## src/rtl/nct_pkg.sv

```systemverilog
// shared types, codes and constants of the neighbour channel table
package nct_pkg;

    // field widths
    localparam int CH_W   = 16;
    localparam int BW_W   = 8;
    localparam int CMD_W  = 2;
    localparam int ST_W   = 2;
    localparam int CNT_W  = 10;
    localparam int ADDR_W = 5;
    localparam int DATA_W = 32;
    localparam int SLOT_W = CH_W + BW_W;

    // default number of table slots
    localparam int TABLE_SIZE_DEF = 32;

    // command codes
    localparam logic [CMD_W-1:0] CMD_CLEAR  = 2'd0;
    localparam logic [CMD_W-1:0] CMD_ADD    = 2'd1;
    localparam logic [CMD_W-1:0] CMD_DELETE = 2'd2;

    // status codes
    localparam logic [ST_W-1:0] ST_OK        = 2'd0;
    localparam logic [ST_W-1:0] ST_FULL      = 2'd1;
    localparam logic [ST_W-1:0] ST_NOT_FOUND = 2'd2;

    // register indexes
    localparam logic [2:0] REG_PRIORITY  = 3'd0;
    localparam logic [2:0] REG_LOW_THR   = 3'd1;
    localparam logic [2:0] REG_MIN_LEVEL = 3'd2;
    localparam logic [2:0] REG_EMPTY_CH  = 3'd3;
    localparam logic [2:0] REG_NO_BW     = 3'd4;

    // reset values of the code registers, also what an unwritten slot holds
    localparam logic [CH_W-1:0] EMPTY_CH_RST = 16'd666;
    localparam logic [BW_W-1:0] NO_BW_RST    = 8'd255;

    // encoded length pieces
    localparam logic [CNT_W-1:0] LEN_BASE     = 10'd6;
    localparam logic [4:0]       LEN_ENTRY    = 5'd17;
    localparam logic [4:0]       LEN_BW_NONE  = 5'd1;
    localparam logic [4:0]       LEN_BW_GIVEN = 5'd4;
    localparam logic [CNT_W-1:0] LEN_PRIO_ON  = 10'd4;
    localparam logic [CNT_W-1:0] LEN_OPT_OFF  = 10'd1;
    localparam logic [CNT_W-1:0] LEN_THR_ON   = 10'd6;
    localparam logic [CNT_W-1:0] CNT_MAX      = 10'd1023;

    // configuration register values
    typedef struct packed {
        logic            priority_present;
        logic            low_threshold_present;
        logic            min_level_present;
        logic [CH_W-1:0] empty_channel_code;
        logic [BW_W-1:0] no_bandwidth_code;
    } t_cfg;

    // controller to datapath commands
    typedef struct packed {
        logic start;
        logic issue;
        logic out_load;
    } t_ctl_cmd;

    // datapath to controller status
    typedef struct packed {
        logic last_issue;
    } t_dp_sts;

    typedef enum logic [1:0] {
        S_IDLE,
        S_SCAN,
        S_DRAIN,
        S_FINISH
    } t_state;

endpackage

```

## src/rtl/nct_ram.sv

```systemverilog
// generic simple dual-port ram with registered read
module nct_ram #(
    parameter int WIDTH = 8,
    parameter int DEPTH = 32
) (
    input  logic                                   i_clk,
    input  logic                                   i_wr_en,
    input  logic [(DEPTH > 1 ? $clog2(DEPTH) : 1)-1:0] i_wr_addr,
    input  logic [WIDTH-1:0]                       i_wr_data,
    input  logic                                   i_rd_en,
    input  logic [(DEPTH > 1 ? $clog2(DEPTH) : 1)-1:0] i_rd_addr,
    output logic [WIDTH-1:0]                       o_rd_data
);

    logic [WIDTH-1:0] r_mem [DEPTH];
    logic [WIDTH-1:0] r_rd_data;

    // write port
    always_ff @(posedge i_clk) begin
        if (i_wr_en) begin
            r_mem[i_wr_addr] <= i_wr_data;
        end
    end

    // registered read port
    always_ff @(posedge i_clk) begin
        if (i_rd_en) begin
            r_rd_data <= r_mem[i_rd_addr];
        end
    end

    assign o_rd_data = r_rd_data;

endmodule

```

## src/rtl/nct_regs.sv

```systemverilog
// configuration register file behind the apb port
module nct_regs
    import nct_pkg::*;
(
    input  logic              i_clk,
    input  logic              i_rst_n,
    input  logic              psel,
    input  logic              penable,
    input  logic              pwrite,
    input  logic [ADDR_W-1:0] paddr,
    input  logic [DATA_W-1:0] pwdata,
    output logic [DATA_W-1:0] prdata,
    output logic              pready,
    output t_cfg              o_cfg
);

    t_cfg       r_cfg;
    logic       wr_en;
    logic [2:0] reg_idx;

    assign reg_idx = paddr[ADDR_W-1:2];
    assign wr_en   = psel && penable && pwrite;
    assign pready  = 1'b1;

    // register writes
    always_ff @(posedge i_clk) begin
        if (!i_rst_n) begin
            r_cfg.priority_present      <= 1'b0;
            r_cfg.low_threshold_present <= 1'b0;
            r_cfg.min_level_present     <= 1'b0;
            r_cfg.empty_channel_code    <= EMPTY_CH_RST;
            r_cfg.no_bandwidth_code     <= NO_BW_RST;
        end else if (wr_en) begin
            unique case (reg_idx)
                REG_PRIORITY:  r_cfg.priority_present      <= pwdata[0];
                REG_LOW_THR:   r_cfg.low_threshold_present <= pwdata[0];
                REG_MIN_LEVEL: r_cfg.min_level_present     <= pwdata[0];
                REG_EMPTY_CH:  r_cfg.empty_channel_code    <= pwdata[CH_W-1:0];
                REG_NO_BW:     r_cfg.no_bandwidth_code     <= pwdata[BW_W-1:0];
                default: ;
            endcase
        end
    end

    // read mux
    always_comb begin
        prdata = '0;
        unique case (reg_idx)
            REG_PRIORITY:  prdata = DATA_W'(r_cfg.priority_present);
            REG_LOW_THR:   prdata = DATA_W'(r_cfg.low_threshold_present);
            REG_MIN_LEVEL: prdata = DATA_W'(r_cfg.min_level_present);
            REG_EMPTY_CH:  prdata = DATA_W'(r_cfg.empty_channel_code);
            REG_NO_BW:     prdata = DATA_W'(r_cfg.no_bandwidth_code);
            default:       prdata = '0;
        endcase
    end

    assign o_cfg = r_cfg;

endmodule

```

## src/rtl/nct_ctrl.sv

```systemverilog
// controller state machine sequencing the slot scan
module nct_ctrl
    import nct_pkg::*;
(
    input  logic     i_clk,
    input  logic     i_rst_n,
    input  logic     i_in_valid,
    output logic     o_in_stall,
    output logic     o_out_valid,
    input  logic     i_out_stall,
    input  t_dp_sts  i_sts,
    output t_ctl_cmd o_cmd
);

    t_state r_state;
    t_state n_state;
    logic   r_out_valid;
    logic   n_out_valid;
    logic   out_free;

    // output register can take a new item
    assign out_free = !r_out_valid || !i_out_stall;

    // next state
    always_comb begin
        n_state = r_state;
        unique case (r_state)
            S_IDLE:   if (i_in_valid) n_state = S_SCAN;
            S_SCAN:   if (i_sts.last_issue) n_state = S_DRAIN;
            S_DRAIN:  n_state = S_FINISH;
            S_FINISH: if (out_free) n_state = S_IDLE;
            default:  n_state = S_IDLE;
        endcase
    end

    // outputs
    always_comb begin
        o_cmd          = '0;
        o_cmd.start    = (r_state == S_IDLE) && i_in_valid;
        o_cmd.issue    = (r_state == S_SCAN);
        o_cmd.out_load = (r_state == S_FINISH) && out_free;
        o_in_stall     = (r_state != S_IDLE);
    end

    // output valid flag
    always_comb begin
        n_out_valid = r_out_valid;
        if (o_cmd.out_load) begin
            n_out_valid = 1'b1;
        end else if (!i_out_stall) begin
            n_out_valid = 1'b0;
        end
    end

    always_ff @(posedge i_clk) begin
        if (!i_rst_n) begin
            r_state     <= S_IDLE;
            r_out_valid <= 1'b0;
        end else begin
            r_state     <= n_state;
            r_out_valid <= n_out_valid;
        end
    end

    assign o_out_valid = r_out_valid;

endmodule

```

## src/rtl/nct_dp.sv

```systemverilog
// datapath: slot ram, scan counter, slot update and length accumulator
module nct_dp
    import nct_pkg::*;
#(
    parameter int TABLE_SIZE = TABLE_SIZE_DEF
) (
    input  logic             i_clk,
    input  logic             i_rst_n,
    input  t_cfg             i_cfg,
    input  t_ctl_cmd         i_cmd,
    output t_dp_sts          o_sts,
    input  logic [CMD_W-1:0] i_cmd_code,
    input  logic [CH_W-1:0]  i_channel,
    input  logic [BW_W-1:0]  i_bandwidth,
    output logic [ST_W-1:0]  o_status,
    output logic [CNT_W-1:0] o_bit_count
);

    localparam int AW = (TABLE_SIZE > 1) ? $clog2(TABLE_SIZE) : 1;

    // item registers
    logic [CMD_W-1:0] r_cmd;
    logic [CH_W-1:0]  r_ch;
    logic [BW_W-1:0]  r_bw;

    // scan state
    logic [AW-1:0]    r_idx;
    logic             r_proc_vld;
    logic [AW-1:0]    r_proc_addr;
    logic             r_proc_written;
    logic             r_done;
    logic [CNT_W-1:0] r_acc;
    logic             r_valid [TABLE_SIZE];

    // result registers
    logic [ST_W-1:0]  r_status;
    logic [CNT_W-1:0] r_bit_count;

    logic [SLOT_W-1:0] ram_rd_data;
    logic [CH_W-1:0]   slot_ch;
    logic [BW_W-1:0]   slot_bw;
    logic              slot_free;
    logic              hit;
    logic              wr_en;
    logic [CH_W-1:0]   new_ch;
    logic [BW_W-1:0]   new_bw;
    logic [CH_W-1:0]   post_ch;
    logic [BW_W-1:0]   post_bw;
    logic [4:0]        slot_len;
    logic [CNT_W:0]    acc_sum;
    logic [CNT_W-1:0]  start_len;
    logic [ST_W-1:0]   end_status;

    nct_ram #(
        .WIDTH (SLOT_W),
        .DEPTH (TABLE_SIZE)
    ) u_slot_ram (
        .i_clk     (i_clk),
        .i_wr_en   (wr_en),
        .i_wr_addr (r_proc_addr),
        .i_wr_data ({new_ch, new_bw}),
        .i_rd_en   (i_cmd.issue),
        .i_rd_addr (r_idx),
        .o_rd_data (ram_rd_data)
    );

    assign o_sts.last_issue = (r_idx == AW'(TABLE_SIZE - 1));

    // a slot never written holds the reset codes
    always_comb begin
        if (r_proc_written) begin
            slot_ch = ram_rd_data[SLOT_W-1:BW_W];
            slot_bw = ram_rd_data[BW_W-1:0];
        end else begin
            slot_ch = EMPTY_CH_RST;
            slot_bw = NO_BW_RST;
        end
    end

    // slot update decision
    always_comb begin
        slot_free = (slot_ch == i_cfg.empty_channel_code);
        hit       = 1'b0;
        new_ch    = i_cfg.empty_channel_code;
        new_bw    = i_cfg.no_bandwidth_code;
        wr_en     = 1'b0;
        case (r_cmd)
            CMD_CLEAR: begin
                wr_en = r_proc_vld;
            end
            CMD_ADD: begin
                hit    = !r_done && slot_free;
                new_ch = r_ch;
                new_bw = r_bw;
                wr_en  = r_proc_vld && hit;
            end
            CMD_DELETE: begin
                hit   = !r_done && (slot_ch == r_ch);
                wr_en = r_proc_vld && hit;
            end
            default: ;
        endcase
        post_ch = wr_en ? new_ch : slot_ch;
        post_bw = wr_en ? new_bw : slot_bw;
    end

    // cost of the slot after the command, saturating sum
    always_comb begin
        if (post_ch == i_cfg.empty_channel_code) begin
            slot_len = '0;
        end else if (post_bw == i_cfg.no_bandwidth_code) begin
            slot_len = LEN_ENTRY + LEN_BW_NONE;
        end else begin
            slot_len = LEN_ENTRY + LEN_BW_GIVEN;
        end
        acc_sum = {1'b0, r_acc} + (CNT_W + 1)'(slot_len);
    end

    // fixed part of the length
    always_comb begin
        start_len = LEN_BASE
                  + (i_cfg.priority_present      ? LEN_PRIO_ON : LEN_OPT_OFF)
                  + (i_cfg.low_threshold_present ? LEN_THR_ON  : LEN_OPT_OFF)
                  + (i_cfg.min_level_present     ? LEN_THR_ON  : LEN_OPT_OFF);
    end

    // final status
    always_comb begin
        end_status = ST_OK;
        if (!r_done) begin
            case (r_cmd)
                CMD_ADD:    end_status = ST_FULL;
                CMD_DELETE: end_status = ST_NOT_FOUND;
                default:    end_status = ST_OK;
            endcase
        end
    end

    // item capture and scan control
    always_ff @(posedge i_clk) begin
        if (!i_rst_n) begin
            r_idx      <= '0;
            r_proc_vld <= 1'b0;
            r_done     <= 1'b0;
        end else begin
            r_proc_vld <= i_cmd.issue;
            if (i_cmd.start) begin
                r_idx  <= '0;
                r_done <= 1'b0;
            end else begin
                if (i_cmd.issue) begin
                    r_idx <= r_idx + AW'(1);
                end
                if (r_proc_vld && hit) begin
                    r_done <= 1'b1;
                end
            end
        end
    end

    // payload registers
    always_ff @(posedge i_clk) begin
        if (i_cmd.start) begin
            r_cmd <= i_cmd_code;
            r_ch  <= i_channel;
            r_bw  <= i_bandwidth;
            r_acc <= start_len;
        end else if (r_proc_vld) begin
            r_acc <= acc_sum[CNT_W] ? CNT_MAX : acc_sum[CNT_W-1:0];
        end
        if (i_cmd.issue) begin
            r_proc_addr    <= r_idx;
            r_proc_written <= r_valid[r_idx];
        end
        if (i_cmd.out_load) begin
            r_status    <= end_status;
            r_bit_count <= r_acc;
        end
    end

    // written marks, one per slot
    always_ff @(posedge i_clk) begin
        if (!i_rst_n) begin
            for (int i = 0; i < TABLE_SIZE; i++) begin
                r_valid[i] <= 1'b0;
            end
        end else if (wr_en) begin
            r_valid[r_proc_addr] <= 1'b1;
        end
    end

    assign o_status    = r_status;
    assign o_bit_count = r_bit_count;

endmodule

```

## src/rtl/neighbour_channel_table_top.sv

```systemverilog
// top level of the neighbour channel table
// Each command item (clear, add, delete) walks the whole slot table once, one
// slot per clock through the single read port of the slot ram, rewriting every
// slot on a clear and otherwise the first free slot (add) or first matching slot
// (delete) on the way, and summing the encoded bit length. The result is loaded
// into the output register once that register is free; the next item can then be
// accepted while the previous result still sits there. Slots never written since
// reset read as channel 666 with bandwidth 255, so no clearing pass is needed.
// Configuration registers sit on an apb port at byte address 4*index and must
// only be written while no item is in flight.
module neighbour_channel_table_top
    import nct_pkg::*;
#(
    parameter int TABLE_SIZE = TABLE_SIZE_DEF
) (
    input  logic              i_clk,
    input  logic              i_rst_n,
    // configuration port
    input  logic              psel,
    input  logic              penable,
    input  logic              pwrite,
    input  logic [ADDR_W-1:0] paddr,
    input  logic [DATA_W-1:0] pwdata,
    output logic [DATA_W-1:0] prdata,
    output logic              pready,
    // command items
    input  logic              i_in_valid,
    output logic              o_in_stall,
    input  logic [CMD_W-1:0]  i_cmd,
    input  logic [CH_W-1:0]   i_channel,
    input  logic [BW_W-1:0]   i_bandwidth,
    // result items
    output logic              o_out_valid,
    input  logic              i_out_stall,
    output logic [ST_W-1:0]   o_status,
    output logic [CNT_W-1:0]  o_bit_count
);

    t_cfg     cfg;
    t_ctl_cmd ctl_cmd;
    t_dp_sts  dp_sts;

    nct_regs u_regs (
        .i_clk   (i_clk),
        .i_rst_n (i_rst_n),
        .psel    (psel),
        .penable (penable),
        .pwrite  (pwrite),
        .paddr   (paddr),
        .pwdata  (pwdata),
        .prdata  (prdata),
        .pready  (pready),
        .o_cfg   (cfg)
    );

    nct_ctrl u_ctrl (
        .i_clk       (i_clk),
        .i_rst_n     (i_rst_n),
        .i_in_valid  (i_in_valid),
        .o_in_stall  (o_in_stall),
        .o_out_valid (o_out_valid),
        .i_out_stall (i_out_stall),
        .i_sts       (dp_sts),
        .o_cmd       (ctl_cmd)
    );

    nct_dp #(
        .TABLE_SIZE (TABLE_SIZE)
    ) u_dp (
        .i_clk       (i_clk),
        .i_rst_n     (i_rst_n),
        .i_cfg       (cfg),
        .i_cmd       (ctl_cmd),
        .o_sts       (dp_sts),
        .i_cmd_code  (i_cmd),
        .i_channel   (i_channel),
        .i_bandwidth (i_bandwidth),
        .o_status    (o_status),
        .o_bit_count (o_bit_count)
    );

endmodule

```

## config.mk

```make
export PLATFORM = sky130hd
export DESIGN_NAME = neighbour_channel_table_top
export DESIGN_NICKNAME = d
export VERILOG_FILES = /design/src/rtl/nct_pkg.sv /design/src/rtl/nct_ram.sv /design/src/rtl/nct_regs.sv /design/src/rtl/nct_ctrl.sv /design/src/rtl/nct_dp.sv /design/src/rtl/neighbour_channel_table_top.sv
export SDC_FILE = /design/constraint.sdc
export NUM_CORES = 1
export LEC_CHECK = 0
export BUFFER_PORTS_ARGS = -buffer_cell sky130_fd_sc_hd__buf_2
export CORE_MARGIN = 5
export CORE_UTILIZATION = 40
export CTS_CLUSTER_SIZE = 24
export DETAILED_ROUTE_END_ITERATION = 16
export PLACE_DENSITY = 0.54
export SLEW_MARGIN = 20
export SYNTH_ARGS = -nofsm -noshare
export SYNTH_HDL_FRONTEND = slang
export SYNTH_HIERARCHICAL = 1
export SYNTH_SLANG_ARGS = --single-unit
```

## constraint.sdc

```tcl
create_clock -name i_clk -period 6.8 [get_ports i_clk]
set_input_delay 1.7 -clock i_clk [delete_from_list [all_inputs] [get_ports i_clk]]
set_output_delay 1.7 -clock i_clk [all_outputs]
set_load 0.01 [all_outputs]
```

# Word level (Yosys, flattened, before mapping)
# Memory sizes are Yosys's and may differ from the RTL's. A register that Yosys moved wholly into a read port is not among the register bits.
# Cells that the tools add are included.
# totals
regBits,90
input_bits,70
mem_count,2
latch_bits,0
output_inout_bits,47
rom_bits,0
mem_bits_rw,800
# memory_table
memory,words,word_bits,read_ports,rd_clocked_by_memory_dff,write_ports,line_no,source
u_dp.u_slot_ram.r_mem,32,24,1,1,1,nct_ram.sv:15,logic [WIDTH-1:0] r_mem [DEPTH];
u_dp.r_valid,32,1,1,1,32,nct_dp.sv:33,logic r_valid [TABLE_SIZE];
# classes
mux,32
add_sub_neg,5
div,0
order_cmp,0
n_bitwise,1
n_shift,0
n_mul,0
reduce_logical,26
eq_ne,18
# ops
cell,count
16-bit one-hot mux with 5 select lines,1
16-bit equality test,3
16-bit two-way mux,3
10-bit two-way mux,3
8-bit two-way mux,3
10-bit adder,2
3-bit two-way mux,4
10-bit by 5-bit adder with 11-bit output,1
"3-bit by 10-bit adder with 10-bit output, first input constant",1
5-bit two-way mux,2
2-bit AND reduction,5
1-bit logical AND,9
1-bit two-way mux,9
8-bit equality test,1
2-bit one-hot mux with 4 select lines,1
"2-bit equality test, second input constant",3
"3-bit by 2-bit equality test with 1-bit output, second input constant",2
2-bit two-way mux,3
"5-bit by 1-bit adder with 5-bit output, second input constant",1
"5-bit equality test, second input constant",1
"2-bit by 1-bit equality test with 1-bit output, second input constant",2
2-bit zero test,2
"2-bit by 1-bit != test with 1-bit output, second input constant",2
"2-bit != test, second input constant",2
13 further kinds,16

# Logic depth before layout (Yosys ltp)
# Gate-level depths: netlist of run 1.
# logic_depth
depth_word,13
depth_mapped,25
ltp_nobuf,22

# Cells and area by module
# Netlist of run 1, hierarchy kept.
# modules_own_cells
module,n_inst,area_each_um2,cells_each,seq_area_each_um2
nct_ram,1,30723.2,1711,23782.8
nct_dp,1,5316.3,500,2402.3
nct_regs,1,1430.1,168,540.5
nct_ctrl,1,224.0,25,60.1

# Least setup slack after synthesis of run 1
# OpenSTA, ideal clock, no wires.
# synth_path
path_type,reg-to-reg
from,"register u_dp.u_slot_ram.r_rd_data[13] (netlist: u_dp/u_slot_ram/o_rd_data[13]), read port of u_dp.u_slot_ram.r_mem"
to,"register u_dp.r_acc[2], data pin"
n_path_buf,1
stages_incl_launch_ff,22
path_slack_ns,1.899
arrival_ns,4.641
synth_period_minus_slack_ns,4.901
path_cell_list,edfxtp_1 > xor2_1 > o31ai_1 > a32oi_1 > or4_4 > nand3b_1 > a21oi_2 > buf_6 > mux2_2 > xnor2_1 > nand3_1 > nor3_2 > nor2_1 > ha_1 > fa_1 > and2_1 > o21ai_0 > nor2_1 > o21a_1 > and3_1 > and3_1 > o31a_1
# synth_via
elab_chain_len,13
word_cells_on_any_way,18
# synth_lines
element,line_no,source
"start, declared",nct_ram.sv:16,logic [WIDTH-1:0] r_rd_data;
16-bit two-way mux (*),nct_dp.sv:71,if (r_proc_written) begin
"16-bit equality test, on equally long branches","nct_dp.sv:98, nct_dp.sv:82",
"1-bit logical AND, on equally long branches","nct_dp.sv:98, nct_dp.sv:92",
"1-bit logical AND, on equally long branches","nct_dp.sv:99, nct_dp.sv:95",
1-bit one-hot mux with 3 select lines,nct_dp.sv:87,case (r_cmd)
8-bit two-way mux,nct_dp.sv:104,post_bw = wr_en ? new_bw : slot_bw;
8-bit equality test,nct_dp.sv:111,end else if (post_bw == i_cfg.no_bandwidth_code) begin
3-bit two-way mux,nct_dp.sv:111,
5-bit two-way mux (*),nct_dp.sv:109,if (post_ch == i_cfg.empty_channel_code) begin
10-bit by 5-bit adder with 11-bit output (*),nct_dp.sv:116,"acc_sum = {1'b0, r_acc} + (CNT_W + 1)'(slot_len);"
10-bit two-way mux (*),nct_dp.sv:169,r_acc <= acc_sum[CNT_W] ? CNT_MAX : acc_sum[CNT_W-1:0];
10-bit two-way mux (*),nct_dp.sv:168,end else if (r_proc_vld) begin
10-bit two-way mux (*),nct_dp.sv:163,if (i_cmd.start) begin
"end signal, assigned",nct_dp.sv:167,r_acc <= start_len;
"end signal, assigned",nct_dp.sv:169,
"end, declared",nct_dp.sv:32,logic [CNT_W-1:0] r_acc;
# Every way passes the cells marked *; elsewhere a longest branch is shown, timed or not. The select of a mux whose other input is x is not followed.
# A chain may end at the register's enable or synchronous reset.

# Worst setup path after layout of run 1
# layout_path
from,"register u_dp.r_proc_written, read port of u_dp.r_valid"
to,"register u_dp.r_acc[2], data pin"
# layout_via
elab_chain_len,13
word_cells_on_any_way,19
# layout_lines
element,line_no,source
"start, declared",nct_dp.sv:30,logic r_proc_written;
16-bit two-way mux,nct_dp.sv:71,
"16-bit equality test, on equally long branches","nct_dp.sv:98, nct_dp.sv:82",
"1-bit logical AND, on equally long branches","nct_dp.sv:98, nct_dp.sv:92",
"1-bit logical AND, on equally long branches","nct_dp.sv:99, nct_dp.sv:95",
1-bit one-hot mux with 3 select lines,nct_dp.sv:87,
8-bit two-way mux,nct_dp.sv:104,
8-bit equality test,nct_dp.sv:111,
3-bit two-way mux,nct_dp.sv:111,
5-bit two-way mux (*),nct_dp.sv:109,
10-bit by 5-bit adder with 11-bit output (*),nct_dp.sv:116,
10-bit two-way mux (*),nct_dp.sv:169,
10-bit two-way mux (*),nct_dp.sv:168,
10-bit two-way mux (*),nct_dp.sv:163,
# Marks and branches as above.

==> results of run 1 <==
==> final cells by class <==
cell class	count	share of cell area [%]
well taps	1254	3.682
clock inverters	66	1.592
flip-flops and latches	915	62.88
multi-input cells	1314	23.48
inverters	41	0.3612
clock buffers	114	5.900
diodes	3	0.01762
repair buffers	138	2.091
==> layer usage <==
metal  vias up  wire, um  GRT usage (%)
met2       588     43970          29.86
met4         0      2033          4.850
li1       9448         -              -
met3       130      5313          2.867
met5         -         0              0
met1     10640     40020          24.45
==> cells by family after synthesis <==
group	share of synthesized area [%]
compound gates	6.131
other cells	0.01992
xor+xnor	1.092
buf+inv	2.875
fa+ha+maj	0.8963
simple gates	5.603
mux	12.32
flops	71.06
==> worst max-delay path, cell delays in order, from the launching register on <==
cell and delay (ps):
edfxtp_1 550, buf_8 240, buf_4 180, nand3_1 90, o22ai_1 150, a21oi_1 60, or4_4 500, nand3b_1 190
a21oi_2 410, buf_4 380, mux2i_1 260, xor2_1 180, nand4_1 190, nor2_1 170, nor2_1 80, ha_1 240
fa_1 390, and2_1 180, o21ai_0 290, nor2_1 70, o21a_1 200, and3_1 230, and3_1 270, o31a_1 300
==> state kept, by name, indices dropped and copies added, names as in the netlist, 8 cells and up <==
register                   count
u_regs/o_cfg                  27
u_dp/r_acc                    10
u_dp/r_ch                     16
u_dp/r_bw                      8
u_dp/u_slot_ram/o_rd_data     24
u_dp/u_slot_ram/r_mem        768
u_dp/o_bit_count              10
u_dp/r_valid                  32
==> cell usage after synthesis (19+ instances only) <==
| master | n |
|---|---|
| a21oi_1 | 85 |
| a22oi_1 | 73 |
| dfxtp_1 | 69 |
| ha_1 | 19 |
| xnor2_1 | 25 |
| nor2_1 | 61 |
| edfxtp_1 | 846 |
| inv_1 | 41 |
| a31oi_1 | 29 |
| mux2i_1 | 410 |
| nand3_1 | 92 |
| mux2_2 | 28 |
| buf_6 | 24 |
| a22o_1 | 56 |
| clkbuf_1 | 47 |
| buf_2 | 35 |
| nand2_1 | 153 |
| buf_4 | 35 |
| xor2_1 | 22 |
| o21ai_0 | 42 |
| nor3_1 | 31 |
==> through the flow <==
step	std cells	setup WS, ps	total power [uW]
final	3845	740.6	14100
after floorplan	2419	1899	8437
after global routing	3842	329.7	14650
after CTS	3841	433.8	14240
after detailed placement	3661	437.9	8997
after global placement	3661	543.6	8934
==> power by group through the flow <==
stage / combinational [uW] / sequential, uW / clock [uW]
after global placement: 2030 / 6900 / 0
after detailed placement: 2090 / 6910 / 0
after floorplan: 1680 / 6760 / 0
after CTS: 2100 / 6790 / 5360
final: 2100 / 6780 / 5220
after global routing: 2270 / 6800 / 5570
==> worst min path at each step <==
stage               slack, ps               end
floorplan                 420  u_dp/r_valid[10]
global placement          430  u_dp/r_valid[16]
finish                    460   u_dp/r_valid[0]
CTS                       460   u_dp/r_valid[0]
detailed placement        450  u_dp/r_valid[19]
global route              490  u_dp/r_valid[15]
==> flow_summary_export.csv, run 1 <==
group,metric,value,unit
status,status,"finished clean",
timing,fmax,165.0,MHz
timing,max-slew-margin-rel,33.93,%
clock_tree,clock_path_buffers,3,
floorplan,design.die.area,100500,um^2
synthesis,synth_edf_count,846,
synthesis,async_flop_share,0,%
worst_setup_path,crit_path_end_kind,"register",
synthesis,yosys_warnings,6,
worst_setup_path,worstPathArrival,6460,ps
power_and_ir_drop,p_comb_share,14.9,%
timing,period_share,89.11,%
timing,fin_hold_ws,457.8,ps
global_route,grt_overflow_total,0,
floorplan,num_rows,112,
worst_setup_path,rrSetupSlack,740,ps
finish,seq_area,26790,um^2
finish,fill_cells,8126,
synthesis,synthFlopType,"edfxtp_1",
floorplan,die_w,317.0,um
worst_setup_path,path_max_fanout,27,
clock_tree,clock-sinks,915,
flow_run,cap_violations,0,
route,drt_first_pass_iters,5,
route,post_drt_wl_per_cell,23.76,um
placed_design,io_buffers,81,
synthesis,synth_top_area_share,67.40,%
worst_setup_path,timing.rr.end,"u_dp/r_acc[2]",
global_route,antenna_found_initial,2,
timing,slew_violations,0,
synthesis,synth_seq_cells,915,
synthesis,synthCells,2404,
hold_path,hold_path_class,"register to register",
finish,fin_area,42610,um^2
power_and_ir_drop,p_leak,0.01346,uW
placed_design,dp_hpwl,52850,um
finish,layout-drive-gt1-share,14.61,%
clock_tree,cts_tree,"yes",
finish,final_cell_mix,"edfxtp_1 (846), mux2i_1 (410), nand2_1 (153), clkbuf_16 (96), nand3_1 (92)",
synthesis,yosysUniqueCellTypes,73,
clock_tree,ctsHtreeMaxLevel,3,
timing,tightest_slew,987.4,ps
synthesis,synth_area,37690,um^2
clock_tree,cts_resized,0,
route,vias_per_cell,5.411,
finish,areaGrowthSynthToFinish,13.04,%
worst_setup_path,cp.required,7200,ps
global_route,grt_pass1_vias,20870,
finish,multi_input_area,10000,um^2
hold_path,hp-start,"u_dp/r_valid[0]",
worst_setup_path,setup.worst_path.end,"u_dp/r_acc[2]",
power_and_ir_drop,powerDensity,331.0,nW/um^2
timing,min_period,6059,ps
worst_setup_path,cp-startpoint,"u_dp/r_proc_written",
synthesis,synth.avg_cell_area,15.68,um^2
route,totalWireLength,91340,um
worst_setup_path,cp-start-kind,"register",
worst_setup_path,worstSetupPathType,"register to register",
floorplan,io_pins,117,
timing,setup_violations,0,
clock_tree,clk_latency,650,ps
global_route,grt_pass1_wl,133900,um
route,drcViolationCount,0,
timing,skew,16.53,ps
hold_path,whs_path_depth,2,
floorplan,start_util,40.33,%
timing,fin_tns_setup,0,ps
power_and_ir_drop,p_seq_share,48.1,%
timing,hold_viol_final,0,
clock_tree,numCtsBuffers,96,
worst_setup_path,r2r_start,"u_dp/r_proc_written",
finish,final_common_cell,"edfxtp_1",
floorplan,core_area,93470,um^2
power_and_ir_drop,p_int,10420,uW
power_and_ir_drop,p_sw,3687,uW
clock_tree,cts_setup_buffers,0,
clock_tree,cts.clk_slew.worst_paths,60,ps
floorplan,die_h,317.0,um
power_and_ir_drop,peakVddDrop,0.1876,mV
route,vias,20810,
finish,fin_util,45.58,%
timing,rsz0062_at_grt,"false",
placed_design,gp_congestion,0.7837,
power_and_ir_drop,clock_power_share,37.0,%
power_and_ir_drop,netSwitchingFraction,26.14,%
placed_design,placed_cell_area,39390,um^2
synthesis,synthTopCellsByArea,"edfxtp_1 (67%), mux2i_1 (11%), dfxtp_1 (3.7%), nand2_1 (1.5%), a22oi_1 (1.5%)",
route,drtAntennaViolNets,0,
worst_setup_path,reg2reg_depth,23,
clock_tree,hold_buffers,0,
global_route,grtUsageTotal,17.85,%
synthesis,ys_seq_area_share,71.06,%
global_route,grt_max_degree,112,
finish,nets,2600,
clock_tree,clock-root-buffer,"clkbuf_16",
synthesis,synth_top_cell_by_area,"edfxtp_1",
route,drt_iter0_drc,1339,
(Power assumes the default switching activity.)
==> run 2: changes to the inputs <==
--- a/config.mk
+++ b/config.mk
@@ -11,6 +11,7 @@
 export CTS_CLUSTER_SIZE = 24
 export DETAILED_ROUTE_END_ITERATION = 16
 export PLACE_DENSITY = 0.54
+export RECOVER_POWER = 100
 export SLEW_MARGIN = 20
 export SYNTH_ARGS = -nofsm -noshare
 export SYNTH_HDL_FRONTEND = slang
==> flow_summary_export.csv, run 2 (synthesis results as in run 1) <==
group,metric,value,unit
worst_setup_path,crit_buf_inv,3,
finish,final_common_cell,"edfxtp_1",
worst_setup_path,worstSetupPathType,"register to register",
global_route,grt_pass1_vias,20870,
clock_tree,numCtsBuffers,96,
clock_tree,clock_path_buffers,3,
route,totalWireLength,91140,um
timing,period_share,90.06,%
timing,rsz0062_at_grt,"false",
clock_tree,clk_latency,650,ps
global_route,antenna_found_initial,2,
worst_setup_path,cp_cell_sequence,"buf_8 > buf_4 > nand3_1 > o22ai_1 > a21oi_1 > or4_4 > nand3b_1 > a21oi_2 > buf_4 > mux2i_1 > xor2_1 > nand4_1 > nor2_1 > nor2_1 > ha_1 > fa_1 > and2_0 > o21ai_0 > nor2_1 > o21a_1 > and3_1 > and3_1 > nor3_1 > a21oi_1",
clock_tree,cts_setup_buffers,0,
global_route,grt_pass1_wl,133900,um
finish,final_cell_mix,"edfxtp_1 (846), mux2i_1 (410), nand2_1 (154), clkbuf_16 (96), nand3_1 (92)",
status,violations,"capacitance limit, slew limit",
timing,tightest_slew,3290,ps
finish,final_cells,3844,
route,drt_iter0_drc,1307,
floorplan,io_pins,117,
placed_design,dp_slack,437.9,ps
timing,min_period,6124,ps
power_and_ir_drop,p_comb_share,14.9,%
worst_setup_path,slowest_delay,550,ps
flow_run,cap_violations,30,
global_route,grt.busiest_layer,"met2",
route,drtAntennaViolNets,0,
power_and_ir_drop,netSwitchingFraction,26.08,%
worst_setup_path,critPathTopFamily,"simple AND/OR/NAND/NOR gates",
clock_tree,hold_buffers,0,
route,post_drt_wl_per_cell,23.71,um
finish,areaGrowthSynthToFinish,12.42,%
worst_setup_path,cp-start-kind,"register",
global_route,grtUsageMet3,2.867,%
timing,skew,16.48,ps
clock_tree,cts_resized,0,
timing,setup_violations,0,
finish,largest_reg_flops,768,
route,drcViolationCount,0,
floorplan,num_rows,112,
timing,timing.final.ws_setup,675.6,ps
worst_setup_path,cp.required,7090,ps
global_route,grtUsageTotal,17.85,%
finish,layout-drive-gt1-share,10.55,%
power_and_ir_drop,peakVddDrop,0.1873,mV
power_and_ir_drop,p_int,10430,uW
worst_setup_path,cp_common_cell,"nor2_1",
placed_design,gp_congestion,0.7837,
worst_setup_path,worstPathArrival,6410,ps
power_and_ir_drop,p_sw,3681,uW
global_route,use_met2,29.86,%
route,vias_per_cell,5.408,
clock_tree,clock-root-buffer,"clkbuf_16",
timing,fmax,163.3,MHz
floorplan,die_h,317.0,um
placed_design,io_buffers,81,
worst_setup_path,path_max_fanout,27,
timing,max-slew-margin-rel,-119.3,%
clock_tree,ctsHtreeMaxLevel,3,
worst_setup_path,worst_path_max_delay_cell,"edfxtp_1",
floorplan,start_util,40.33,%
floorplan,die_w,317.0,um
placed_design,place_inst,3661,
status,status,"complete, but fails checks",
floorplan,core_area,93470,um^2
clock_tree,cts.clk_slew.worst_paths,60,ps
finish,top_register,"u_dp/u_slot_ram/r_mem",
global_route,grt_max_degree,112,
route,vias,20790,
power_and_ir_drop,clock_power_share,37.0,%
timing,slew_violations,824,
power_and_ir_drop,p_seq_share,48.2,%
global_route,grt_overflow_total,0,
clock_tree,clock-sinks,915,
power_and_ir_drop,powerDensity,333.0,nW/um^2
placed_design,dp_hpwl,52850,um
hold_path,hold_path_class,"register to register",
global_route,grtUsageMet1,24.45,%
timing,fin_tns_setup,0,ps
route,drt_first_pass_iters,5,
finish,nets,2600,
worst_setup_path,crit_path_end_kind,"register",
timing,hold_viol_final,0,
clock_tree,cts_tree,"yes",
power_and_ir_drop,p_leak,0.01321,uW
floorplan,design.die.area,100500,um^2
## run 2: cell count changes in the layout (fill, tap and decap cells not counted), sizes merged
cell	change
buf	-63
clkbuf	+63
diode	-1
## run 2: layout make-up
| type | instances | area [um^2] |
|---|---|---|
| Tap cell | 1254 | 1569 |
| Timing Repair Buffer | 138 | 716.9 |
| Sequential cell | 915 | 26790 |
| Inverter | 41 | 153.9 |
| Antenna cell | 2 | 5.005 |
| Multi-Input combinational cell | 1314 | 9950 |
| Clock inverter | 66 | 678.2 |
| Clock buffer | 114 | 2514 |
| Fill cell | 8190 | 51090 |
## run 2: path summary, 6_finish.rpt
path	start	endpoint	slack, ps	cells after the start
worst min register to register	u_dp/r_valid[1]	u_dp/r_valid[1]	460	2
worst max register to register	u_dp/r_proc_written	u_dp/r_acc[3]	680	24
worst max-delay path	u_dp/r_proc_written	u_dp/r_acc[3]	680	24
worst min-delay path	u_dp/r_valid[1]	u_dp/r_valid[1]	460	2
## run 2: worst min-delay path: cells and delay by family (launching register included)
family             cells  cell delay, ps
AOI/OAI and AO/OA      1              50
and+or+nand+nor        1              50
DFF                    1             320
## run 2: power by group through the flow
stage,combinational [uW],clock (uW),sequential (uW)
after floorplan,1680,0,6760
after global placement,2030,0,6900
after detailed placement,2090,0,6910
after CTS,2100,5360,6790
after global routing,2270,5570,6820
final,2100,5220,6800
## run 2: through the flow
step                hold slack [ps]  area, um^2  utilization, %  power (uW)
finish                        457.0       42380           45.34       14110
global route                  488.2       42370           45.33       14660
CTS                           459.2       42580           45.56       14240
detailed placement            445.7       39390           42.14        8997
global placement              433.7       39390           42.14        8934
floorplan                     423.0       37750               -        8437
## run 2: layer usage
metal  wire length [um]  up-vias
met5                  0        -
met4               2245        0
met3               4857      142
met2              43580      562
met1              40450    10630
li1                   -     9454
